--- config.mk ---
export PLATFORM = sky130hd
export DESIGN_NAME = attn_log2
export DESIGN_NICKNAME = d
export VERILOG_FILES = /design/src/rtl/attn_pkg.sv /design/src/rtl/attn_log2.sv
export SDC_FILE = /design/constraint.sdc
export NUM_CORES = 2
export LEC_CHECK = 0
export BUFFER_PORTS_ARGS = -buffer_cell sky130_fd_sc_hd__buf_2
export CAP_MARGIN = 25
export CORE_MARGIN = 2
export CORE_UTILIZATION = 38
export CTS_BUF_LIST = sky130_fd_sc_hd__clkbuf_4
export CTS_CLUSTER_SIZE = 30
export DETAILED_ROUTE_END_ITERATION = 10
export PLACE_DENSITY = 0.57
export SLEW_MARGIN = 20
export SYNTH_ARGS = -nofsm -noshare
export SYNTH_HDL_FRONTEND = slang
export SYNTH_SLANG_ARGS = --single-unit
export TNS_END_PERCENT = 50
--- constraint.sdc ---
create_clock -name clk -period 24.7 [get_ports clk]
set_clock_uncertainty 0.1 [all_clocks]
set_input_delay 3.705 -clock clk [delete_from_list [all_inputs] [get_ports clk]]
set_output_delay 3.705 -clock clk [all_outputs]
set_load 0.03 [all_outputs]
--- src/rtl/attn_pkg.sv ---
// ----------------------------------------------------------------------------
// attn_pkg
// Shared types and constants of the attenuation log-log interpolator.
// ----------------------------------------------------------------------------
package attn_pkg;

  localparam int ENERGY_W = 25;
  localparam int COEF_W   = 40;
  localparam int FP_W     = 48;
  localparam int DIV_W    = 72;
  localparam int T_BITS   = 24;
  localparam int FP_SHIFT = 56;
  localparam int UNUM_W   = 14;
  localparam int UDEN_W   = 7;

  // configuration register indexes
  localparam logic [1:0] CFG_TABLE_LENGTH = 2'd0;
  localparam logic [1:0] CFG_DENSITY      = 2'd1;
  localparam logic [1:0] CFG_LENGTH_UNIT  = 2'd2;
  localparam logic [1:0] CFG_MAX_ENERGY   = 2'd3;

  localparam logic [23:0]         DENSITY_RESET    = 24'd65536;
  localparam logic [ENERGY_W-1:0] MAX_ENERGY_RESET = 25'd20000000;

  // length unit codes
  localparam logic [2:0] UNIT_CM   = 3'd0;
  localparam logic [2:0] UNIT_UM   = 3'd1;
  localparam logic [2:0] UNIT_MM   = 3'd2;
  localparam logic [2:0] UNIT_M    = 3'd3;
  localparam logic [2:0] UNIT_INCH = 3'd4;

  localparam logic ACT_LOAD  = 1'b0;
  localparam logic ACT_QUERY = 1'b1;

  typedef struct packed {
    logic [ENERGY_W-1:0] energy;
    logic [COEF_W-1:0]   atten;
    logic [COEF_W-1:0]   absorb;
  } attn_entry_t;

  typedef enum logic [4:0] {
    S_IDLE, S_CHECK, S_RD, S_CMP, S_RD_LO, S_LO, S_LOG_Q, S_LOG_0, S_LOG_1,
    S_TDIV, S_COEF, S_LOG_C0, S_LOG_C1, S_MUL_T, S_EXP, S_FP, S_MUL_AD,
    S_MUL_DEN, S_FDIV, S_OUT
  } attn_state_t;

  function automatic logic [UNUM_W-1:0] unit_num(input logic [2:0] code);
    logic [UNUM_W-1:0] r;
    unique case (code)
      UNIT_UM:   r = 14'd10000;
      UNIT_MM:   r = 14'd10;
      UNIT_M:    r = 14'd1;
      UNIT_INCH: r = 14'd50;
      default:   r = 14'd1;
    endcase
    return r;
  endfunction

  function automatic logic [UDEN_W-1:0] unit_den(input logic [2:0] code);
    logic [UDEN_W-1:0] r;
    unique case (code)
      UNIT_M:    r = 7'd100;
      UNIT_INCH: r = 7'd127;
      default:   r = 7'd1;
    endcase
    return r;
  endfunction

endpackage

--- src/rtl/attn_log2.sv ---
// ----------------------------------------------------------------------------
// attn_log2
// Iterative fixed-point log2: normalise, then one squaring per fraction bit.
// ----------------------------------------------------------------------------
module attn_log2 import attn_pkg::*; #(
  parameter int LOG_FRAC_BITS = 24,
  localparam int LW = LOG_FRAC_BITS + 6,
  localparam int KW = $clog2(LOG_FRAC_BITS)
) (
  input  logic              clk,
  input  logic              rst,
  input  logic              start,
  input  logic [COEF_W-1:0] x,
  output logic              done,
  output logic [LW-1:0]     result
);

  logic                     busy;
  logic                     norm;
  logic [COEF_W-1:0]        xn;
  logic [5:0]               p;
  logic [31:0]              m;
  logic [LOG_FRAC_BITS-1:0] frac;
  logic [KW-1:0]            k;
  logic [63:0]              sq;
  logic [32:0]              sqs;
  logic [31:0]              m_next;

  assign sq     = 64'(m) * 64'(m);
  assign sqs    = sq[63:31];
  assign m_next = sqs[32] ? sqs[32:1] : sqs[31:0];
  assign result = {p, frac};

  always_ff @(posedge clk) begin
    if (rst) begin
      busy <= 1'b0;
      done <= 1'b0;
    end else begin
      done <= 1'b0;
      if (start) begin
        busy <= 1'b1;
        norm <= 1'b1;
        xn   <= (x == '0) ? COEF_W'(1) : x;
        p    <= 6'd39;
        k    <= '0;
        frac <= '0;
      end else if (busy) begin
        if (norm) begin
          // coarse steps while the top byte is empty
          if (xn[COEF_W-1]) begin
            m    <= xn[COEF_W-1:COEF_W-32];
            norm <= 1'b0;
          end else if (xn[COEF_W-1:COEF_W-8] == '0) begin
            xn <= xn << 8;
            p  <= p - 6'd8;
          end else begin
            xn <= xn << 1;
            p  <= p - 6'd1;
          end
        end else begin
          m    <= m_next;
          frac <= {frac[LOG_FRAC_BITS-2:0], sqs[32]};
          k    <= k + 1'b1;
          if (k == KW'(LOG_FRAC_BITS - 1)) begin
            busy <= 1'b0;
            done <= 1'b1;
          end
        end
      end
    end
  end

endmodule

## Word level (Yosys, flattened, before mapping)

Index checks and enable logic that the tools add are counted.

| storage, ports and cells | value |
|---|---|
| bits in registers | 110 |
| input bits | 43 |
| output and inout port bits | 31 |
| logic and storage cells | 55 |

| cells by class | value |
|---|---|
| add/sub/neg operators | 3 |
| multiply operators | 1 |
| equality and inequality tests | 4 |
| mux-type cells | 25 |
| bitwise operators | 3 |
| reductions and logical operators | 10 |

Operator list:

| cell | count |
|---|---|
| $mux 40 | 6 |
| $mux 32 | 3 |
| $mul 32x32->64 | 1 |
| $mux 24 | 2 |
| $logic_not 40->1 | 1 |
| $mux 6 | 4 |
| $mux 5 | 2 |
| $logic_not 8->1 | 1 |
| $mux 1 | 8 |
| $reduce_and 4->1 | 2 |
| $reduce_and 3->1 | 2 |
| $sub 6x1->6 const B | 1 |
| $sub 6x4->6 const B | 1 |
| $add 5x1->5 const B | 1 |
| $eq 5x5->1 const B | 1 |
| $ne 2x2->1 const B | 2 |
| $reduce_bool 2->1 | 2 |
| $reduce_or 4->1 | 1 |
| $not 1->1 | 3 |
| $ne 2x1->1 const B | 1 |
| $reduce_and 2->1 | 1 |

## Logic depth before layout (Yosys ltp)

| logic depth | value |
|---|---|
| depth after elaboration | 6 |
| gate-level depth with buffers | 32 |
| gate-level depth less buffers | 27 |

## Worst setup path after synthesis

Ideal clock, no wire load.

| timing | value |
|---|---|
| path kind | reg2reg |
| from | reg m[5] |
| to | reg m[26] (data pin) |
| data arrival time | 7.562 ns |
| path slack | 16.777 ns |
| cell stages (with the launch flop) | 29 |
| path buffers | 4 |
| period minus slack after synthesis | 7.923 ns |
| path through | edfxtp_1 clkbuf_1 clkbuf_1 nand2_1 fa_1 inv_1 fa_1 fa_1 inv_1 fa_1 inv_1 fa_1 fa_1 fa_1 inv_1 fa_1 inv_1 ha_1 buf_2 and4_1 nand3_1 or3_1 a32o_1 nand4b_4 a41o_1 nor3_2 buf_2 nor2_1 a221o_1 |

| on the way | value |
|---|---|
| longest elaborated chain between the ends | 3 |

Ends and longest elaborated chain:

| what | RTL line | text |
|---|---|---|
| start: declaration | attn_log2.sv:22 | `logic [31:0] m;` |
| start signal: assignment | attn_log2.sv:51 | `m <= xn[COEF_W-1:COEF_W-32];` |
| start signal: assignment | attn_log2.sv:61 | `m <= m_next;` |
| $mul 32x32->64 | attn_log2.sv:29 | `assign sq = 64'(m) * 64'(m);` |
| $mux 32 | attn_log2.sv:31 | `assign m_next = sqs[32] ? sqs[32:1] : sqs[31:0];` |
| $mux 32 | attn_log2.sv:48 | `if (norm) begin` |

No other way between the ends.
A chain may end at the register's enable or synchronous reset.

## Worst setup path in the final report

| timing | value |
|---|---|
| from | reg m[16] |
| to | reg m[3] (data pin) |

The elaborated chain is that of the path after synthesis.

==> results.ini <==
[sta]
fin_crit_sh_pct = 37.92
period_needed_ps = 9366
finalSetupTns_ps = 0
fmax_mhz = 106.8
slew_headroom_pct = 20.65
setup_viol = 0
rsz0062_at_grt = no
drv_slew = 0
hold_viol = 0
worst_pin_slew_ps = 1160

[clocking]
post_cts_buffers = 0
clock-sinks = 110
clkTransAtPathRegs_ps = 180
cts_hold_repair.buffers = 0
cts_tree = built
clk_latency_ps = 500
cts-buffers-inserted = 9
ctsResizeCount = 0
clock_path_buffers = 2
htree_num_levels = 3
root_buffer = clkbuf_4

[synthesis]
yosysWarningCount = 0
ys.flop_type = edfxtp_1
synthArstFlopShare_pct = 0
seq_area_frac_synth_pct = 9.515
avgSynthCellArea_sq_um = 9.508
synth_edf_count = 108
syn-cell-area_sq_um = 34500
synth_cells = 3629
synth_seq_cells = 110
synth_nets = 4766
yosysUniqueCellTypes = 68

[grt]
grt_util_met2_pct = 36.15
grt_pass1_wl_mm = 151.6
use_met1_pct = 28.22
grt_max_degree = 91
busiest_layer = met2
grt_usage_pct = 21.07
grt_pass1_vias = 26320
grt-ovfl-total = 0
met3_usage_pct = 2.794
antenna_found_initial = 2

[hold_path]
hold_path_class = reg2reg
hp-start = busy

[setup_path]
rr_startpoint = m[16]
critPathLaunchType = flop
max_stage_delay_ps = 600
slowest_stage = clkinv_1
end_kind = flop
critPathMostFrequentCell = fa_1
rrSetupSlack_ps = 15330
startpoint = m[16]
crit_type = reg2reg
cp_max_fo = 58
crit_arrival_ps = 9550
required_ps = 24890

[placed_design]
placed_cells = 4766
place.gp.congestion = 1.031
numPortBuffers = 73
dp_hpwl_mm = 74.13
placed_cell_area_sq_um = 36070

[finish]
nNetsFinal = 4739
utilization_pct = 40.26
final_cell_area_sq_um = 36240
fillers = 9084
final_cell_mix = inv_1 (985), fa_1 (791), nand2_1 (366)
fin_cells = 4786
layout_commonest_cell = inv_1
drive_gt1_share_pct = 4.380
syn_to_final_growth_pct = 5.037

[die]
rows = 110
fp.dieH_um = 305.3
start_util_pct = 38.33
die_area_sq_um = 93230
die_w_um = 305.3
design.core.area_sq_um = 90010
io_pins = 74

[drt]
route.vias.total = 23860
ant_nets = 0
drcViolationCount = 0
dr.first_iter.drc_count = 1546
vias_per_cell = 4.985
wl_per_cell_um = 19.74
finalWirelength_mm = 94.45
dr.pass1.iters = 8

[outcome]
status = complete, no violations

[job]
maxCapViolations = 0

-- routing by layer --
layer	vias up	routed length, um	part of all wire [%]
li1	10840	-	-
met3	131	5538	5.9
met4	0	2720	2.9
met5	-	0	0
met1	12210	39250	42
met2	677	46940	50
-- state kept, by name (all words and copies together), names as in the netlist --
register,cells
busy,1
done,1
frac,24
k,5
m,32
norm,1
p,6
xn,40
-- critical path: cells and delay by family, from the launching register on --
family / cells / cell delay (ps)
and+or+nand+nor: 8 / 1590
buffers and inverters: 7 / 1780
AOI/OAI and AO/OA: 3 / 890
adders and majority gates: 9 / 4400
DFF: 1 / 360
-- area by class of cell --
cell class | count | area [sq um] | area share, %
multi-input cells | 2382 | 26940 | 74.34
inverters | 987 | 3705 | 10.22
flip-flops and latches | 110 | 3283 | 9.059
well taps | 1176 | 1471 | 4.060
repair buffers | 112 | 683.2 | 1.885
clock inverters | 7 | 81.33 | 0.2244
clock buffers | 9 | 67.56 | 0.1864
diodes | 3 | 7.507 | 0.02071
-- synthesized netlist by cell type, types with 3 or more instances --
cell type    n  area [sq um]
inv_1      985          3697
fa_1       791         15840
nand2_1    366          1374
ha_1       303          3791
and2_1     235          1470
clkbuf_1   134         503.0
edfxtp_1   108          3243
nor2_1      87         326.6
a21oi_1     83         415.4
o21ai_0     80         400.4
xor2_1      45         394.1
nor2b_1     33         206.5
xnor2_1     33         289.0
mux2i_1     30         300.3
a21o_1      29         217.7
nand3_1     26         130.1
nand4_1     21         131.4
nor3_1      20         100.1
nor4_1      19         118.9
o21bai_1    18         135.1
o21a_1      14         105.1
a31o_2      12         105.1
a31oi_1     10         62.56
and3_1      10         62.56
o211ai_1    10         75.07
nand2b_1     9         56.30
or2_2        9         56.30
a211oi_1     8         60.06
a221o_1      7         70.07
buf_2        7         35.03
buf_1        6         22.52
o311ai_1     6         52.55
or3_1        6         37.54
o311ai_0     5         43.79
o31ai_1      5         37.54
and4_1       4         35.03
nand4b_1     4         35.03
o221ai_1     4         35.03
a311oi_1     3         26.28
a41oi_1      3         26.28
o2111ai_1    3         26.28
-- stage by stage --
stage | setup slack (ps) | hold WS [ps]
floorplan | 16780 | 373.5
global placement | 15420 | 434.3
detailed placement | 15420 | 439.9
CTS | 15390 | 476.9
global route | 14880 | 514.6
finish | 15330 | 464.2
-- worst paths after layout --
path               end  cells after the start
setup / recovery  m[3]                     27
hold / removal    done                      2
setup reg to reg  m[3]                     27
hold reg to reg   done                      2
-- cells by family (layout without fill, tap and decap cells) --
group                    after synthesis  count (layout)  share of synthesized area (%)
flip-flops                           110             110                          9.515
XOR/XNOR                              78              78                          1.980
other                                  0               3                              0
AO/OA/AOI/OAI                        319             319                          5.983
buffers and inverters               1137            1115                          12.44
multiplexers                          31              31                         0.9029
AND/OR/NAND/NOR                      860             860                          12.30
adder cells (fa/ha/maj)             1094            1094                          56.88
Power is not shown: default switching activity piles up to over one toggle a cycle in this logic, so the estimate is an artifact.
