--- config.mk ---
export PLATFORM = sky130hd
export DESIGN_NAME = attn_exp2
export DESIGN_NICKNAME = d
export VERILOG_FILES = /design/src/rtl/attn_pkg.sv /design/src/rtl/attn_exp2.sv
export SDC_FILE = /design/constraint.sdc
export NUM_CORES = 1
export LEC_CHECK = 0
export ABC_AREA = 1
export BUFFER_PORTS_ARGS = -buffer_cell sky130_fd_sc_hd__buf_2
export CORE_MARGIN = 2
export CORE_UTILIZATION = 40
export DETAILED_ROUTE_END_ITERATION = 8
export GPL_TIMING_DRIVEN = 0
export HOLD_SLACK_MARGIN = 0.15
export SLEW_MARGIN = 40
export SYNTH_ARGS = -nofsm -noshare
export SYNTH_HDL_FRONTEND = slang
export SYNTH_SLANG_ARGS = --single-unit
export TNS_END_PERCENT = 20
--- constraint.sdc ---
create_clock -name clk -period 14.8 [get_ports clk]
set_input_delay 0.74 -clock clk [delete_from_list [all_inputs] [get_ports clk]]
set_output_delay 0.74 -clock clk [all_outputs]
set_load 0.1 [all_outputs]
--- src/rtl/attn_pkg.sv ---
// ----------------------------------------------------------------------------
// attn_pkg
// Shared types and constants of the attenuation log-log interpolator.
// ----------------------------------------------------------------------------
package attn_pkg;

  localparam int ENERGY_W = 25;
  localparam int COEF_W   = 40;
  localparam int FP_W     = 48;
  localparam int DIV_W    = 72;
  localparam int T_BITS   = 24;
  localparam int FP_SHIFT = 56;
  localparam int UNUM_W   = 14;
  localparam int UDEN_W   = 7;

  // configuration register indexes
  localparam logic [1:0] CFG_TABLE_LENGTH = 2'd0;
  localparam logic [1:0] CFG_DENSITY      = 2'd1;
  localparam logic [1:0] CFG_LENGTH_UNIT  = 2'd2;
  localparam logic [1:0] CFG_MAX_ENERGY   = 2'd3;

  localparam logic [23:0]         DENSITY_RESET    = 24'd65536;
  localparam logic [ENERGY_W-1:0] MAX_ENERGY_RESET = 25'd20000000;

  // length unit codes
  localparam logic [2:0] UNIT_CM   = 3'd0;
  localparam logic [2:0] UNIT_UM   = 3'd1;
  localparam logic [2:0] UNIT_MM   = 3'd2;
  localparam logic [2:0] UNIT_M    = 3'd3;
  localparam logic [2:0] UNIT_INCH = 3'd4;

  localparam logic ACT_LOAD  = 1'b0;
  localparam logic ACT_QUERY = 1'b1;

  typedef struct packed {
    logic [ENERGY_W-1:0] energy;
    logic [COEF_W-1:0]   atten;
    logic [COEF_W-1:0]   absorb;
  } attn_entry_t;

  typedef enum logic [4:0] {
    S_IDLE, S_CHECK, S_RD, S_CMP, S_RD_LO, S_LO, S_LOG_Q, S_LOG_0, S_LOG_1,
    S_TDIV, S_COEF, S_LOG_C0, S_LOG_C1, S_MUL_T, S_EXP, S_FP, S_MUL_AD,
    S_MUL_DEN, S_FDIV, S_OUT
  } attn_state_t;

  function automatic logic [UNUM_W-1:0] unit_num(input logic [2:0] code);
    logic [UNUM_W-1:0] r;
    unique case (code)
      UNIT_UM:   r = 14'd10000;
      UNIT_MM:   r = 14'd10;
      UNIT_M:    r = 14'd1;
      UNIT_INCH: r = 14'd50;
      default:   r = 14'd1;
    endcase
    return r;
  endfunction

  function automatic logic [UDEN_W-1:0] unit_den(input logic [2:0] code);
    logic [UDEN_W-1:0] r;
    unique case (code)
      UNIT_M:    r = 7'd100;
      UNIT_INCH: r = 7'd127;
      default:   r = 7'd1;
    endcase
    return r;
  endfunction

endpackage

--- src/rtl/attn_exp2.sv ---
// ----------------------------------------------------------------------------
// attn_exp2
// Iterative fixed-point exp2: nested integer square roots, one root bit a cycle.
// ----------------------------------------------------------------------------
module attn_exp2 import attn_pkg::*; #(
  parameter int LOG_FRAC_BITS = 24,
  localparam int LW = LOG_FRAC_BITS + 6,
  localparam int KW = $clog2(LOG_FRAC_BITS)
) (
  input  logic              clk,
  input  logic              rst,
  input  logic              start,
  input  logic [LW-1:0]     l,
  output logic              done,
  output logic [COEF_W-1:0] result
);

  logic                     busy;
  logic                     load_ph;
  logic                     fin;
  logic [LW-1:0]            lat;
  logic [KW-1:0]            k;
  logic [32:0]              r;
  logic [63:0]              v;
  logic [63:0]              res;
  logic [63:0]              bitr;
  logic [LOG_FRAC_BITS-1:0] f;
  logic [5:0]               ip;
  logic [32:0]              rr;
  logic [64:0]              sum;
  logic                     ge;
  logic [63:0]              res_next;
  logic [40:0]              wide;
  logic                     sat;

  assign f        = lat[LOG_FRAC_BITS-1:0];
  assign ip       = lat[LW-1:LOG_FRAC_BITS];
  assign rr       = f[k] ? (r << 1) : r;
  assign sum      = {1'b0, res} + {1'b0, bitr};
  assign ge       = {1'b0, v} >= sum;
  assign res_next = ge ? ((res >> 1) + bitr) : (res >> 1);

  always_comb begin
    sat  = 1'b0;
    wide = '0;
    if (ip >= 6'd40) begin
      sat = 1'b1;
    end else if (ip >= 6'd31) begin
      wide = 41'(r) << (ip - 6'd31);
      sat  = wide[40];
    end else begin
      wide = 41'(r >> (6'd31 - ip));
    end
  end

  always_ff @(posedge clk) begin
    if (rst) begin
      busy <= 1'b0;
      fin  <= 1'b0;
      done <= 1'b0;
    end else begin
      done <= 1'b0;
      fin  <= 1'b0;
      if (start) begin
        busy    <= 1'b1;
        load_ph <= 1'b1;
        k       <= '0;
        r       <= 33'h080000000;
        lat     <= l;
      end else if (fin) begin
        result <= sat ? {COEF_W{1'b1}} : wide[COEF_W-1:0];
        done   <= 1'b1;
      end else if (busy) begin
        if (load_ph) begin
          v       <= 64'(rr) << 31;
          res     <= '0;
          bitr    <= 64'h4000000000000000;
          load_ph <= 1'b0;
        end else begin
          if (ge) v <= v - sum[63:0];
          res  <= res_next;
          bitr <= bitr >> 2;
          if (bitr[0]) begin
            r <= res_next[32:0];
            k <= k + 1'b1;
            if (k == KW'(LOG_FRAC_BITS - 1)) begin
              busy <= 1'b0;
              fin  <= 1'b1;
            end else begin
              load_ph <= 1'b1;
            end
          end
        end
      end
    end
  end

endmodule

# Yosys cells after proc, flatten, opt, wreduce, memory -nomap -nowiden
# Index checks and enable logic that the tools add are counted.
[totals]
reg_bits = 304
input_bits = 33
out_inout_bits = 41
[op_classes]
n_addsub = 6
order_cmp = 4
eq_ne = 3
n_shift = 2
n_mux = 31
n_bitwise = 6
n_reduce_logical = 12
[op_table]
columns = ["operator", "n"]
rows = [
  ["33-bit two-way mux", 5],
  ["64-bit two-way mux", 2],
  ["63-bit two-way mux", 2],
  ["40-bit two-way mux", 2],
  ["64-bit by 64-bit adder with 65-bit output", 1],
  ["64-bit by 65-bit greater-or-equal comparator with 1-bit output", 1],
  ["63-bit by 64-bit adder with 64-bit output", 1],
  ["64-bit subtractor", 1],
  ["33-bit by 6-bit << shifter with 41-bit output", 1],
  ["33-bit by 6-bit >> shifter with 40-bit output", 1],
  ["5-bit two-way mux", 4],
  ["1-bit two-way mux", 15],
  ["5-bit AND reduction", 2],
  ["6-bit by 5-bit greater-or-equal comparator with 1-bit output (second input constant)", 1],
  ["6-bit greater-or-equal comparator (second input constant)", 1],
  ["5-bit by 6-bit < comparator with 1-bit output (second input constant)", 1],
  ["1-bit inverter", 6],
  ["3-bit AND reduction", 2],
  ["2-bit nonzero test", 3],
  ["6-bit OR reduction", 1],
  ["5-bit by 6-bit subtractor with 6-bit output (first input constant)", 1],
  ["6-bit by 5-bit subtractor with 6-bit output (second input constant)", 1],
  ["5-bit by 1-bit adder with 5-bit output (second input constant)", 1],
  ["1-bit binary-select mux with 5-bit select", 1],
  ["5 further kinds", 7],
]

# Logic depth before layout (Yosys ltp)
[logic_depth]
depth_word = 7
depth_mapped = 30
depth_no_buf = 29

# Worst setup path after synthesis
# OpenSTA, ideal clock, no wires.
[synth_timing]
path_kind = "in2reg"
start = "input port rst"
end = "register v[0], enable pin"
setup_ns = 0.418
arrival_ns = 9.392
setup_slack_ns = 4.990
cell_stages = 4
n_path_buf = 1
cell_sequence = "clkbuf_1 nor3_1 o21ai_1 inv_1"
[synth_between]
elab_chain_len = 2
[synth_lines]
columns = ["element", "line", "rtl"]
rows = [
  ["from (decl)", "attn_exp2.sv:11", "input logic rst,"],
  ["1-bit inverter (no line)", "n/a", ""],
  ["5-bit AND reduction (no line)", "n/a", ""],
  ["to (signal assigned)", "attn_exp2.sv:75", "v <= 64'(rr) << 31;"],
  ["to (signal assigned)", "attn_exp2.sv:80", "if (ge) v <= v - sum[63:0];"],
  ["to (decl)", "attn_exp2.sv:24", "logic [63:0] v;"],
]
# Every way passes these cells.
# A chain may end at the register's enable or synchronous reset.

# Worst setup path in the final report
[layout_timing]
start = "register bitr[0]"
end = "register v[16], enable pin"
[layout_between]
elab_chain_len = 4
[layout_lines]
columns = ["element", "line", "rtl"]
rows = [
  ["from (decl)", "attn_exp2.sv:26", "logic [63:0] bitr;"],
  ["from (signal assigned)", "attn_exp2.sv:82", "bitr <= bitr >> 2;"],
  ["64-bit by 64-bit adder with 65-bit output", "attn_exp2.sv:39", "assign sum = {1'b0, res} + {1'b0, bitr};"],
  ["64-bit by 65-bit greater-or-equal comparator with 1-bit output", "attn_exp2.sv:40", "assign ge = {1'b0, v} >= sum;"],
  ["2-bit nonzero test (no line)", "n/a", ""],
  ["5-bit AND reduction (no line)", "n/a", ""],
]
# Every way passes these cells.

==> results.py <==
metrics = {
    "run_status": {
        "status": "finished, final reports clean",
    },
    "cts": {
        "root_buffer": "clkbuf_16",
        "numCtsBuffers": 37,
        "cts-htree-levels": 2,
        "clk_path_buf_depth": 3,
        "clkTransAtPathRegs_ns": 0.06,
        "cts_setup_buffers": 0,
        "clk_latency_ns": 0.58,
        "hold_buffers": 0,
        "cts_sinks": 272,
        "cts_resized": 0,
        "cts_tree": "built",
    },
    "sta": {
        "timing.final.crit_share_pct": 43.9,
        "tns_ns": 0,
        "period_needed_ns": 6.49,
        "skew_ns": 0.0269,
        "tightest_slew_ns": 0.890,
        "rsz0062_at_grt": "false",
        "hold_viol_final": 0,
        "fmax_ghz": 0.154,
        "slew_viol_final": 0,
        "finalSetupViolations": 0,
        "slew-limit-headroom_pct": 40.7,
    },
    "placement": {
        "dp.cells": 4834,
        "dpl-instance-area_mm2": 0.0277,
        "port_buffers": 72,
        "dpl.hpwl_um": 91600,
        "gp_congestion": 1.04,
    },
    "logic_synthesis": {
        "syn_inst": 3882,
        "seq_area_frac_synth_pct": 31.3,
        "ys_seq_elements": 272,
        "synth_nets": 4048,
        "syn-mean-instance-area_um2": 6.70,
        "synth_edf_count": 269,
        "synth_top_cell_area_share_pct": 31.1,
        "yosysTopAreaCell": "edfxtp_1",
        "ys_warn_count": 0,
        "ys_types": 53,
        "synth.area.top_cells": "edfxtp_1, nand2_1, o21ai_0, nor2_1, a21oi_1",
        "synth_area_mm2": 0.0260,
        "async_reset_ff_share_pct": 0,
        "ys.flop_type": "edfxtp_1",
    },
    "setup_path": {
        "critPathSlowestCell": "edfxtp_1",
        "crit_type": "reg2reg",
        "end_kind": "flop",
        "worst_path_most_repeated_cell": "nand2_1",
        "setup.worst_path.start": "bitr[0]$_SDFFCE_PP0P_",
        "worstPathArrival_ns": 6.74,
        "critPathMaxStageDelay_ns": 0.51,
        "crit_path_start_kind": "flop",
        "cp_max_fo": 44,
        "cp_data_required_time_ns": 15.04,
        "rr_startpoint": "bitr[0]$_SDFFCE_PP0P_",
    },
    "min_path": {
        "hp-start": "l[22]",
        "hold_path_class": "in2reg",
    },
    "floorplanning": {
        "dieArea_mm2": 0.0671,
        "io_pins": 74,
        "die_w_um": 259,
        "die_h_um": 259,
        "coreArea_mm2": 0.0643,
        "core.rowCount": 93,
        "start_util_pct": 40.4,
    },
    "global_route": {
        "grt_pass1_wl_um": 163000,
        "grt_max_degree": 45,
        "grt.total_usage_pct": 32.2,
        "overflow": 0,
        "grt_pass1_vias": 26500,
        "antenna_found_initial": 0,
    },
    "finish": {
        "nets": 4184,
        "fin_cells": 4903,
        "final_util_pct": 44.8,
        "final_area_mm2": 0.0288,
        "drive_gt1_share_pct": 6.16,
        "syn2layout_area_growth_pct": 10.9,
    },
    "job": {
        "maxCapViolCount": 0,
    },
    "power_and_ir_drop": {
        "p_comb_share_pct": 25.9,
        "powerDensity_mw_per_mm2": 83.9,
        "p_seq_share_pct": 37.7,
        "switchingPower_w": 0.000857,
        "p_leak_nw": 11.9,
        "p_total_w": 0.00242,
        "pwr-share-clk_pct": 36.3,
        "ir_drop_mv": 0.0638,
        "p_int_w": 0.00156,
        "switching_share_pct": 35.4,
    },
    "detailed_routing": {
        "drtIter0Drc": 3090,
        "drc_errors": 0,
        "routed_wl_um": 109000,
        "dr_total_vias": 27900,
        "viasPerCell": 5.68,
        "wire_per_inst_um": 22.3,
        "drt_first_pass_iters": 6,
        "ant_nets": 0,
    },
}
==> power by group through the flow <==
stage	registers [W]	logic (W)	clock network, W
2_1_floorplan	0.000915	0.000404	0
3_3_place_gp	0.000932	0.000603	0
3_5_place_dp	0.000928	0.000607	0
4_1_cts	0.000912	0.000610	0.000892
5_1_grt	0.000914	0.000685	0.000916
6_report	0.000913	0.000627	0.000879
==> metal layers <==
metal,part of all wire [%],up-vias,GRT usage (%)
met2,45,1188,51.7
met4,3.6,0,10.2
met3,8.2,181,4.19
met1,44,13100,44.8
li1,-,13400,-
met5,0,-,0
==> area by class of cell <==
type	instances	area, µm²
flip-flops and latches	272	8140
inverters	445	1680
clock buffers	41	941
fillers	6921	35500
plain buffers	123	598
diodes	3	7.51
multi-input cells	3042	15600
repair buffers	97	564
clock inverters	25	214
well taps	855	1070
==> sequential cells by signal, indices dropped and copies added (netlist names) <==
signal   count
lat         30
bitr        32
busy         1
v           64
k            5
result      40
r           33
res         64
fin          1
done         1
load_ph      1
==> critical path: cells and delay by family (launching register included) <==
kind / cells / cell delay (ns)
adders and majority gates: 3 / 0.89
and+or+nand+nor: 15 / 1.94
DFF: 1 / 0.51
AOI/OAI and AO/OA: 6 / 1.64
buffers and inverters: 4 / 0.91
xor gates and xnor gates: 1 / 0.18
==> cells by family after synthesis <==
kind of cell / synth area share (%)
and+or+nand+nor: 29.2
xor gates and xnor gates: 3.81
AOI/OAI and AO/OA: 19.8
DFF: 31.3
muxes: 0.770
buffers and inverters: 8.71
adders and majority gates: 6.43
==> final timing paths <==
check                        endpoint  slack [ns]  cells past startpoint
hold reg to reg       done$_SDFF_PP0_        0.50                      2
setup reg to reg  v[16]$_SDFFCE_PP0P_        8.31                     29
hold / removal      lat[22]$_DFFE_PP_        0.35                      1
setup / recovery  v[16]$_SDFFCE_PP0P_        8.31                     29
==> synthesized netlist by cell type, types with 8 or more instances <==
library cell    n
mux2i_1        20
ha_1          132
o21ai_1        18
buf_2          28
o22ai_1        11
a21boi_0       10
nand3b_1       22
nand3_1       251
o211ai_1       26
o21a_1         16
or2_2          17
xor2_1         67
inv_1         434
a21o_1         19
nand4_1        34
a31oi_1        25
buf_4          10
o21ai_0       417
edfxtp_1      269
buf_6           8
nor2_1        449
clkbuf_1       59
buf_1          18
o21bai_1       34
nor4_1         13
o2111ai_1       8
nand2_1       985
xnor2_1        46
nor3_1         38
a21oi_1       333
==> placed cells by master (no fill, tap or decap), drive strengths merged, types with 46 or more instances in the layout <==
cell      n
xor2     67
xnor2    46
ha      132
a21oi   333
nand2   989
nor2    454
edfxtp  269
nand3   258
clkbuf  100
inv     442
buf     161
o21ai   437
==> stage by stage <==
| stage | setup WS, ns | hold slack [ns] |
|---|---|---|
| after floorplan | 4.99 | 0.455 |
| after global placement | 0.208 | 0.476 |
| after detailed placement | 8.47 | 0.507 |
| after CTS | 8.46 | 0.324 |
| after global routing | 8.06 | 0.332 |
| final | 8.31 | 0.348 |
(Power assumes the default switching activity.)
