`src/rtl/attn_pkg.sv`:
```
// ----------------------------------------------------------------------------
// attn_pkg
// Shared types and constants of the attenuation log-log interpolator.
// ----------------------------------------------------------------------------
package attn_pkg;

  localparam int ENERGY_W = 25;
  localparam int COEF_W   = 40;
  localparam int FP_W     = 48;
  localparam int DIV_W    = 72;
  localparam int T_BITS   = 24;
  localparam int FP_SHIFT = 56;
  localparam int UNUM_W   = 14;
  localparam int UDEN_W   = 7;

  // configuration register indexes
  localparam logic [1:0] CFG_TABLE_LENGTH = 2'd0;
  localparam logic [1:0] CFG_DENSITY      = 2'd1;
  localparam logic [1:0] CFG_LENGTH_UNIT  = 2'd2;
  localparam logic [1:0] CFG_MAX_ENERGY   = 2'd3;

  localparam logic [23:0]         DENSITY_RESET    = 24'd65536;
  localparam logic [ENERGY_W-1:0] MAX_ENERGY_RESET = 25'd20000000;

  // length unit codes
  localparam logic [2:0] UNIT_CM   = 3'd0;
  localparam logic [2:0] UNIT_UM   = 3'd1;
  localparam logic [2:0] UNIT_MM   = 3'd2;
  localparam logic [2:0] UNIT_M    = 3'd3;
  localparam logic [2:0] UNIT_INCH = 3'd4;

  localparam logic ACT_LOAD  = 1'b0;
  localparam logic ACT_QUERY = 1'b1;

  typedef struct packed {
    logic [ENERGY_W-1:0] energy;
    logic [COEF_W-1:0]   atten;
    logic [COEF_W-1:0]   absorb;
  } attn_entry_t;

  typedef enum logic [4:0] {
    S_IDLE, S_CHECK, S_RD, S_CMP, S_RD_LO, S_LO, S_LOG_Q, S_LOG_0, S_LOG_1,
    S_TDIV, S_COEF, S_LOG_C0, S_LOG_C1, S_MUL_T, S_EXP, S_FP, S_MUL_AD,
    S_MUL_DEN, S_FDIV, S_OUT
  } attn_state_t;

  function automatic logic [UNUM_W-1:0] unit_num(input logic [2:0] code);
    logic [UNUM_W-1:0] r;
    unique case (code)
      UNIT_UM:   r = 14'd10000;
      UNIT_MM:   r = 14'd10;
      UNIT_M:    r = 14'd1;
      UNIT_INCH: r = 14'd50;
      default:   r = 14'd1;
    endcase
    return r;
  endfunction

  function automatic logic [UDEN_W-1:0] unit_den(input logic [2:0] code);
    logic [UDEN_W-1:0] r;
    unique case (code)
      UNIT_M:    r = 7'd100;
      UNIT_INCH: r = 7'd127;
      default:   r = 7'd1;
    endcase
    return r;
  endfunction

endpackage

```
`src/rtl/attn_div.sv`:
```
// ----------------------------------------------------------------------------
// attn_div
// Restoring divider, one quotient bit a cycle.
// ----------------------------------------------------------------------------
module attn_div import attn_pkg::*; (
  input  logic             clk,
  input  logic             rst,
  input  logic             start,
  input  logic [DIV_W-1:0] num,
  input  logic [DIV_W-1:0] den,
  output logic             done,
  output logic [DIV_W-1:0] quo
);

  logic             busy;
  logic [DIV_W-1:0] rem;
  logic [DIV_W-1:0] dvs;
  logic [6:0]       cnt;
  logic [DIV_W:0]   trial;
  logic [DIV_W:0]   diff;
  logic             ge;

  assign trial = {rem, quo[DIV_W-1]};
  assign ge    = trial >= {1'b0, dvs};
  assign diff  = trial - {1'b0, dvs};

  always_ff @(posedge clk) begin
    if (rst) begin
      busy <= 1'b0;
      done <= 1'b0;
    end else begin
      done <= 1'b0;
      if (start) begin
        busy <= 1'b1;
        rem  <= '0;
        quo  <= num;
        dvs  <= den;
        cnt  <= '0;
      end else if (busy) begin
        rem <= ge ? diff[DIV_W-1:0] : trial[DIV_W-1:0];
        quo <= {quo[DIV_W-2:0], ge};
        cnt <= cnt + 7'd1;
        if (cnt == 7'(DIV_W - 1)) begin
          busy <= 1'b0;
          done <= 1'b1;
        end
      end
    end
  end

endmodule

```
`config.mk`:
```
export PLATFORM = sky130hd
export DESIGN_NAME = attn_div
export DESIGN_NICKNAME = d
export VERILOG_FILES = /design/src/rtl/attn_pkg.sv /design/src/rtl/attn_div.sv
export SDC_FILE = /design/constraint.sdc
export NUM_CORES = 1
export LEC_CHECK = 0
export BUFFER_PORTS_ARGS = -buffer_cell sky130_fd_sc_hd__buf_2
export CORE_ASPECT_RATIO = 1.75
export CORE_MARGIN = 8
export CORE_UTILIZATION = 35
export DETAILED_ROUTE_END_ITERATION = 7
export PLACE_DENSITY = 0.5
export SLEW_MARGIN = 20
export SYNTH_ARGS = -nofsm -noshare
export SYNTH_HDL_FRONTEND = slang
export SYNTH_SLANG_ARGS = --single-unit
```
`constraint.sdc`:
```
create_clock -name clk -period 8.3 [get_ports clk]
set_input_delay 0.415 -clock clk [delete_from_list [all_inputs] [get_ports clk]]
set_output_delay 0.415 -clock clk [all_outputs]
set_load 0.05 [all_outputs]
```
## Word-level counts from Yosys, hierarchy flattened

Cells that the tools add are included.

| storage, ports and cells | value |
|---|---|
| output and inout bits | 73 |
| input bits | 147 |
| flip-flop bits (word level) | 225 |
| logic and storage cells | 25 |

| operators by class | value |
|---|---|
| order comparisons | 1 |
| $add $sub $neg | 2 |
| multiplexer cells | 9 |
| bitwise gates (word level) | 2 |
| reduce and logical (&&, ||, !) cells | 4 |
| eq/ne operators | 1 |

Operators by type and width:

| operator | count |
|---|---|
| two-way mux 72 bit | 4 |
| >= comparator 73 x 72 -> 1 bit | 1 |
| subtractor 72 bit | 1 |
| adder 7 x 1 -> 7 bit, second input constant | 1 |
| equality test 7 bit, second input constant | 1 |
| two-way mux 7 bit | 1 |
| two-way mux 1 bit | 4 |
| AND reduction 2 bit | 2 |
| OR reduction 3 bit | 1 |
| inverter 1 bit | 2 |
| nonzero test 2 bit | 1 |

## Depth between registers and ports, before layout

Gate-level depths: netlist (run 1).

| depth | value |
|---|---|
| depth in word-level cells | 4 |
| gate-level depth with buffers | 15 |
| mapped depth without buffers | 13 |

## Least setup slack after synthesis (run 1)

No wires, ideal clock.

| timing path | value |
|---|---|
| path type | in2reg |
| start point | input start |
| end point | register cnt[0] (enable) |
| data arrival time | 7.045 ns |
| required time | 7.635 ns |
| path slack | 0.590 ns |
| cell stages on the path | 3 |
| setup time | 0.665 ns |
| buffers on the path | 1 |
| cell sequence | clkbuf_1 > nor2_1 > nor2_1 |

| between the ends | value |
|---|---|
| cells in the longest elaborated chain, start to end | 2 |

RTL lines:

| what | line | RTL |
|---|---|---|
| start, declared | attn_div.sv:8 | `input logic start,` |
| nonzero test 2 bit (no source line) | -- |  |
| AND reduction 2 bit (no source line) | -- |  |
| end signal, assigned | attn_div.sv:42 | `cnt <= cnt + 7'd1;` |
| end, declared | attn_div.sv:18 | `logic [6:0] cnt;` |

Every way passes these cells.
A chain may end at the register's enable or synchronous reset.

## Worst setup path in the final report (run 1)

| timing path | value |
|---|---|
| start point | register rem[5] |
| end point | register rem[64] (data pin) |

| between the ends | value |
|---|---|
| cells in the longest elaborated chain, start to end | 3 |
| elaborated cells between the ends (all ways) | 4 |
| those cells by class | 1 x add/sub; 1 x order compare; 2 x mux |

RTL lines:

| what | line | RTL |
|---|---|---|
| start, declared | attn_div.sv:16 | `logic [DIV_W-1:0] rem;` |
| start signal, assigned | attn_div.sv:40 | `rem <= ge ? diff[DIV_W-1:0] : trial[DIV_W-1:0];` |
| subtractor 72 bit / >= comparator 73 x 72 -> 1 bit (equally long branches) | attn_div.sv:25, attn_div.sv:24 |  |
| two-way mux 72 bit (*) | attn_div.sv:40 |  |
| two-way mux 72 bit (*) | attn_div.sv:39 | `end else if (busy) begin` |

Mark *: on every way between the ends. The rest lies on a longest branch, timed or not. The select of a mux whose other input is x is not followed.

==> results by group, run 1 <==
Logic synthesis
  – Adder-Cell Fraction of Synth Area: 0.06761
  – Synth Area per Inst: roughly 10 um^2
  – Synth Warn #: 0
  – Number of synthesized register bits: about 230
  – Yosys cell types: 67
  – Ys flop type: edfxtp_1
  – Top cell type's share of synthesized area: 0.4850
  – Complex-gate fraction of the synthesized area: 0.1806
  – Ys async rst share: 0
  – Largest family of logic cells by synthesized area: compound AO/OA/AOI/OAI gates
  – Mux cell area share after synthesis: 0.05873
  – Post-synth EDFFs: ~220
  – Synth area leader: edfxtp_1
  – Netlist Area Pre-Place: 0.01381 mm^2
  – Syn_nets: 1,544
  – Post-Synth Simple-Gate Area: 0.1129
  – Largest cells by area after synthesis: edfxtp_1 49%, ha_1 6.6%, mux2_2 5.9%
  – Cells after synthesis: 1,323
  – XOR/XNOR share of the synthesized area: 0.03870
  – Sequential area share after synthesis: 0.4879

Run
  – Max Cap Viol: 0

Critical path
  – Worst-path fanout max: 38
  – Worst EP arrival: roughly 5.4 ns
  – Data required, critical path: 8.66 ns
  – Crit end category: flop
  – Crit Path Class: reg -> reg
  – CP Launch Type: flop

Global route
  – Vias in the first global route: between 10,000 and 15,000
  – Total Routing Usage GR: 0.1702
  – Pin count of the biggest net entering global routing: between 150 and 200
  – Initial antenna violation count: 5
  – GRT overflow: 0
  – First-pass GRT wire length: about 64,000 um

Placed design
  – HPWL Detailed: ~30,000 um
  – Post-place setup slack: 3.322 ns
  – Final GP Congestion: a little under 0.9
  – IO Port Bufs: 219

Timing
  – Final slew viol count: 0
  – Peak Freq: approximately 0.2 GHz
  – Clock skew: 0.02239 ns
  – Worst setup margin: ~3.3 ns
  – Period utilisation layout: 0.6025
  – Tightest Pin Transition: 1.011 ns
  – Setup_tns: 0 ns
  – Tmin final: ~5.0 ns
  – Final setup fails: 0
  – Slew HR: 0.3231
  – Final hold violation count: 0
  – Unrepaired setup endpoints after global routing: false

Detailed routing
  – # DRC: 0
  – Vias per inst: 5.440
  – DRT iter0 DRCs: 460
  – Mean routed wirelength per cell: approximately 20 um
  – WL final: 40,620 um
  – Antenna-violating nets left: 0
  – DR pass1 iterations: 5
  – Via count: 10,896

Power
  – PwrDens: 217.7 mW/mm^2
  – Peak supply drop: around 0.17 mV
  – Leak: roughly 6.4 nW

Clock network
  – CTS max path bufs: 3
  – Gates resized, CTS repair: 0
  – TritonCTS Buffers: 25
  – Root Driver: clkbuf_16
  – Worst-path clk slew: 0.07 ns
  – H-tree levels: 1
  – Skew-Pair Late Insertion Delay: approximately 0.55 ns
  – CTS tree: built
  – Clock Sinks: ~230

Die
  – Die ar.: between 0.04 and 0.05 mm^2
  – Core Rows: 96
  – Die height: 278.7 um
  – Starting Density: 0.3537
  – Core ar.: 0.03904 mm^2
  – Die X: between 150 and 200 um
  – I/O Pins: 220

Run status
  – Status: completed

Cells and area
  – Nets: roughly 1,700
  – Layout cells sized above 1: 0.2288
  – Fill cells: 3,805
  – Layout area overhead: 15.89%

Hold path
  – Hold crit path type: in -> reg
[what timing repair did]
action | 4_1_cts | 5_1_grt
buffers inserted | 0 | 0
hold endpoints to repair | 1 | 0
hold buffers | 1 | 0
[through the flow]
stage               instance area, um^2  cells  total power [mW]  hold WS [ns]  utilization
floorplan                         13810   1323             2.170        0.4600            -
global placement                  15230   1957             2.431        0.4840       0.3900
detailed placement                15230   1957             2.431        0.4881       0.3900
finish                            16000   2003             3.483       0.04386       0.4098
CTS                               16000   2002             3.537      0.001408       0.4098
global route                      16000   2002             3.670       0.01178       0.4098
[routing by layer]
metal,GRT usage,part of all wire
met5,0,0.00086
met4,0.07394,0.038
met3,0.04016,0.062
met2,0.3290,0.54
met1,0.1700,0.36
[critical path: stages, from the launching register on]
cell and delay, ns:
edfxtp_1 0.40, ha_1 0.36, nand2_1 0.11, nor3_1 0.22, o31a_1 0.29, o311ai_1 0.26
a2111o_1 0.48, a2111o_1 0.49, a2111o_1 0.50, a21oi_4 0.64, buf_4 0.55, o21ai_2 0.21
o32ai_2 0.28
[registers in the layout, summed over array words and instances (netlist names)]
signal / cells
quo: 72
dvs: 72
busy: 1
done: 1
cnt: 7
rem: 72
[layout make-up]
class / count / area [um^2] / area share
clock buffer: 31 / 648.1 / 0.04051
tap: 490 / 613.1 / 0.03832
inverter: 92 / 345.3 / 0.02158
antenna: 1 / 2.502 / 0.0001564
timing repair buffer: 227 / 1174 / 0.07336
sequential: 225 / 6736 / 0.4211
multi-input combinational: 924 / 6367 / 0.3980
clock inverter: 13 / 112.6 / 0.007038
[final timing paths]
check             startpoint  endpoint  slack [ns]  depth (start not counted)
setup / recovery      rem[5]   rem[64]        3.30                         12
hold / removal       den[50]   dvs[50]        0.04                          1
setup reg to reg      rem[5]   rem[64]        3.30                         12
hold reg to reg         busy      done        0.49                          1
[where the power goes]
group          switching [mW]  internal, mW  total [mW]
registers              0.0408          1.37        1.41
logic                   0.633         0.363       0.996
clock network           0.462         0.612        1.07
total                    1.14          2.35        3.48
[cell families after synthesis]
logic type,Yosys count
flip-flops,225
AO/OA/AOI/OAI,405
buffers and inverters,174
AND/OR/NAND/NOR,312
adder cells (fa/ha/maj),74
multiplexers,72
XOR/XNOR,61
[synth_stat cells, types with 11 or more instances]
library cell / count
edfxtp_1: 223
a21oi_1: 147
inv_1: 91
nand3_1: 74
ha_1: 73
mux2_2: 72
nand2_1: 68
nor2_1: 56
o21ai_0: 56
a21o_1: 47
clkbuf_1: 46
o21ai_1: 44
xnor2_1: 38
nand4_1: 34
nor3_1: 25
xor2_1: 23
a211oi_1: 16
buf_2: 16
o21a_1: 16
o21bai_1: 12
or3_1: 12
o211ai_1: 11
[placed cells by master (no fill, tap or decap), types with 4 or more instances in the layout]
| cell | instances |
|---|---|
| xor2_1 | 23 |
| buf_2 | 218 |
| a211oi_1 | 16 |
| nor2_1 | 54 |
| o21bai_1 | 12 |
| clkbuf_1 | 6 |
| a31oi_1 | 9 |
| and2_1 | 4 |
| and3_1 | 5 |
| ha_1 | 73 |
| clkbuf_16 | 25 |
| inv_1 | 91 |
| edfxtp_1 | 223 |
| o31ai_1 | 7 |
| a21oi_1 | 147 |
| o21ai_0 | 55 |
| xnor2_1 | 38 |
| nor3_1 | 25 |
| or3_1 | 12 |
| o21ai_1 | 44 |
| nand2_1 | 68 |
| nor4_1 | 4 |
| a21o_1 | 46 |
| nand3_1 | 74 |
| clkinv_1 | 8 |
| nor2b_1 | 4 |
| mux2_2 | 72 |
| a21boi_0 | 4 |
| o21a_1 | 15 |
| nand2b_1 | 8 |
| nand4_1 | 34 |
| and4_1 | 4 |
| o211ai_1 | 11 |
| buf_4 | 7 |
(Power assumes the default switching activity.)
==> inputs of run 2 (changes only) <==
PLACE_DENSITY = 0.52   (was 0.5)
clock period = 4.05 ns   (was 8.3 ns; I/O delays follow)
==> run 2 against run 1 <==
  * Register-to-register slack worse by 3.1 ns
  * Maximum frequency is 29% higher
  * Worst setup slack got worse by 3.1 ns
  * Global-route usage increased by 0.97 points
  * Worst hold slack better by 0.14 ns
  * First-iteration DRC count increased by 2.8%
  * Final area is 13% higher
  * Largest cell class unchanged
==> results by group, run 2 (synthesized netlist as in run 1, its figures left out) <==
Critical path
  – Crit path max-delay family: compound AO/OA/AOI/OAI gates
  – CP Launch Type: flop
  – Slowest cell on crit path: a2111o_1
  – Largest stage delay on the critical path: ~0.48 ns
  – Crit path depth: 13
  – Most common cell on crit path: a2111o_1
  – Worst-path fanout max: 15
  – Data required, critical path: between 4 and 5 ns
  – Crit path cell chain: ha_1 > o21a_1 > o31a_1 > o31a_1 > o311ai_2 > a2111o_1 > a2111o_1 > a2111o_1 > a21oi_4 > buf_12 > buf_12 > nor3_1 > a211oi_1
  – Setup crit start: rem[2]
  – Worst path bufs/invs: 2
  – Worst R2R Path Depth: 13
  – Worst EP arrival: approximately 4.3 ns
  – Crit Path Class: reg -> reg
  – Crit end category: flop
  – Worst reg2reg startpoint: rem[2]

Die
  – Die X: roughly 170 um
  – Die ar.: 0.04631 mm^2
  – Core Rows: 96
  – Die height: 278.7 um
  – Starting Density: 0.3537
  – Core ar.: just under 0.04 mm^2
  – I/O Pins: 220

Run
  – Max Cap Viol: 0

Detailed routing
  – Via count: approximately 12,000
  – # DRC: 0
  – Mean routed wirelength per cell: 19.32 um
  – Vias per inst: roughly 5.3
  – DR pass1 iterations: 7
  – Antenna-violating nets left: 0
  – DRT iter0 DRCs: about 470
  – WL final: 42,620 um

Power
  – PwrDens: about 420 mW/mm^2
  – Peak supply drop: about 0.3 mV
  – Leak: around 7.3 nW

Hold path
  – Hold Startpoint: start
  – Hold crit path type: in -> reg
  – Worst hold stages: 2

Global route
  – Initial antenna violation count: 1
  – Total Routing Usage GR: 0.1798
  – GRT overflow: 0
  – Vias in the first global route: about 13,000
  – First-pass GRT wire length: 67,900 um
  – Pin count of the biggest net entering global routing: 153

Timing
  – Period utilisation layout: 0.9592
  – Tightest Pin Transition: 0.9416 ns
  – Slew HR: 0.3708
  – Tmin final: approximately 4 ns
  – Peak Freq: approximately 0.26 GHz
  – Setup_tns: 0 ns
  – Hold Slack: about 0.18 ns
  – Final setup fails: 0
  – Clock skew: 0.02251 ns
  – Unrepaired setup endpoints after global routing: false
  – Final slew viol count: 0
  – Final hold violation count: 0

Clock network
  – Clock Sinks: 225
  – CTS max path bufs: 3
  – Root Driver: clkbuf_16
  – TritonCTS Buffers: 25
  – H-tree levels: 1
  – CTS tree: built
  – Worst-path clk slew: about 0.07 ns
  – Skew-Pair Late Insertion Delay: 0.56 ns

Cells and area
  – Layout area overhead: 30.99%
  – Most frequent cells in the layout: 223 x edfxtp_1, 218 x buf_2, 147 x a21oi_1, 145 x dlygate4sd3_1, 91 x inv_1
  – Most common cell after layout, fill and taps aside: edfxtp_1
  – Nets: ~1,900
  – Layout cells sized above 1: 0.2443
  – Largest regs: dvs x72, quo x72, rem x72

Placed design
  – Final GP Congestion: 0.8861
  – HPWL Detailed: between 30,000 and 40,000 um
  – IO Port Bufs: 219

Run status
  – Status: completed
-- run 2: cell types whose count changed in the layout (fill, tap and decap cells not counted), sizes merged --
cell,previous run,this run
clkinv,10,7
clkbuf,31,32
bufinv,2,4
buf,226,285
dlygate4sd3,1,145
-- run 2: layout make-up --
| type | instances | area (um^2) |
|---|---|---|
| antenna | 1 | 2.502 |
| multi-input combinational | 924 | 6417 |
| clock inverter | 12 | 170.2 |
| inverter | 92 | 345.3 |
| fill | 3682 | 20950 |
| sequential | 225 | 6736 |
| clock buffer | 32 | 671.9 |
| timing repair buffer | 430 | 3128 |
| tap | 490 | 613.1 |
-- run 2: where the power goes --
part	internal, mW	total, mW	switching [mW]
combinational	0.930	2.26	1.33
clock	1.43	2.41	0.983
sequential	2.81	2.90	0.0905
-- run 2: worst paths after layout --
kind / slack [ns] / to
hold / removal: 0.18 / cnt[6]
setup reg to reg: 0.17 / rem[1]
setup / recovery: 0.17 / rem[1]
hold reg to reg: 0.49 / done
-- run 2: what timing repair did --
item / CTS / global route
hold endpoints to repair: 145 / 0
setup buffers: 0 / 4
hold buffers: 145 / 0
endpoints found under the setup margin: 0 / 72
gates resized for setup: 0 / 11
-- run 2: layer usage --
metal	up-vias	track usage	wire length, um
met5	-	0	0
met4	0	0.07932	1726
met3	106	0.03564	2081
met2	328	0.3501	23060
met1	5620	0.1814	15760
li1	5697	-	-
-- run 2: through the flow --
step / util / area (um^2) / power [mW] / instances / setup slack, ns
after floorplan: - / 13810 / 4.434 / 1323 / 0.07007
after global placement: 0.4022 / 15700 / 5.074 / 2012 / 0.1075
after detailed placement: 0.4022 / 15700 / 5.083 / 2012 / 0.05447
after CTS: 0.4610 / 17990 / 7.653 / 2201 / 0.02445
after global routing: 0.4633 / 18080 / 7.974 / 2206 / 0.0009139
final: 0.4633 / 18080 / 7.574 / 2206 / 0.1654
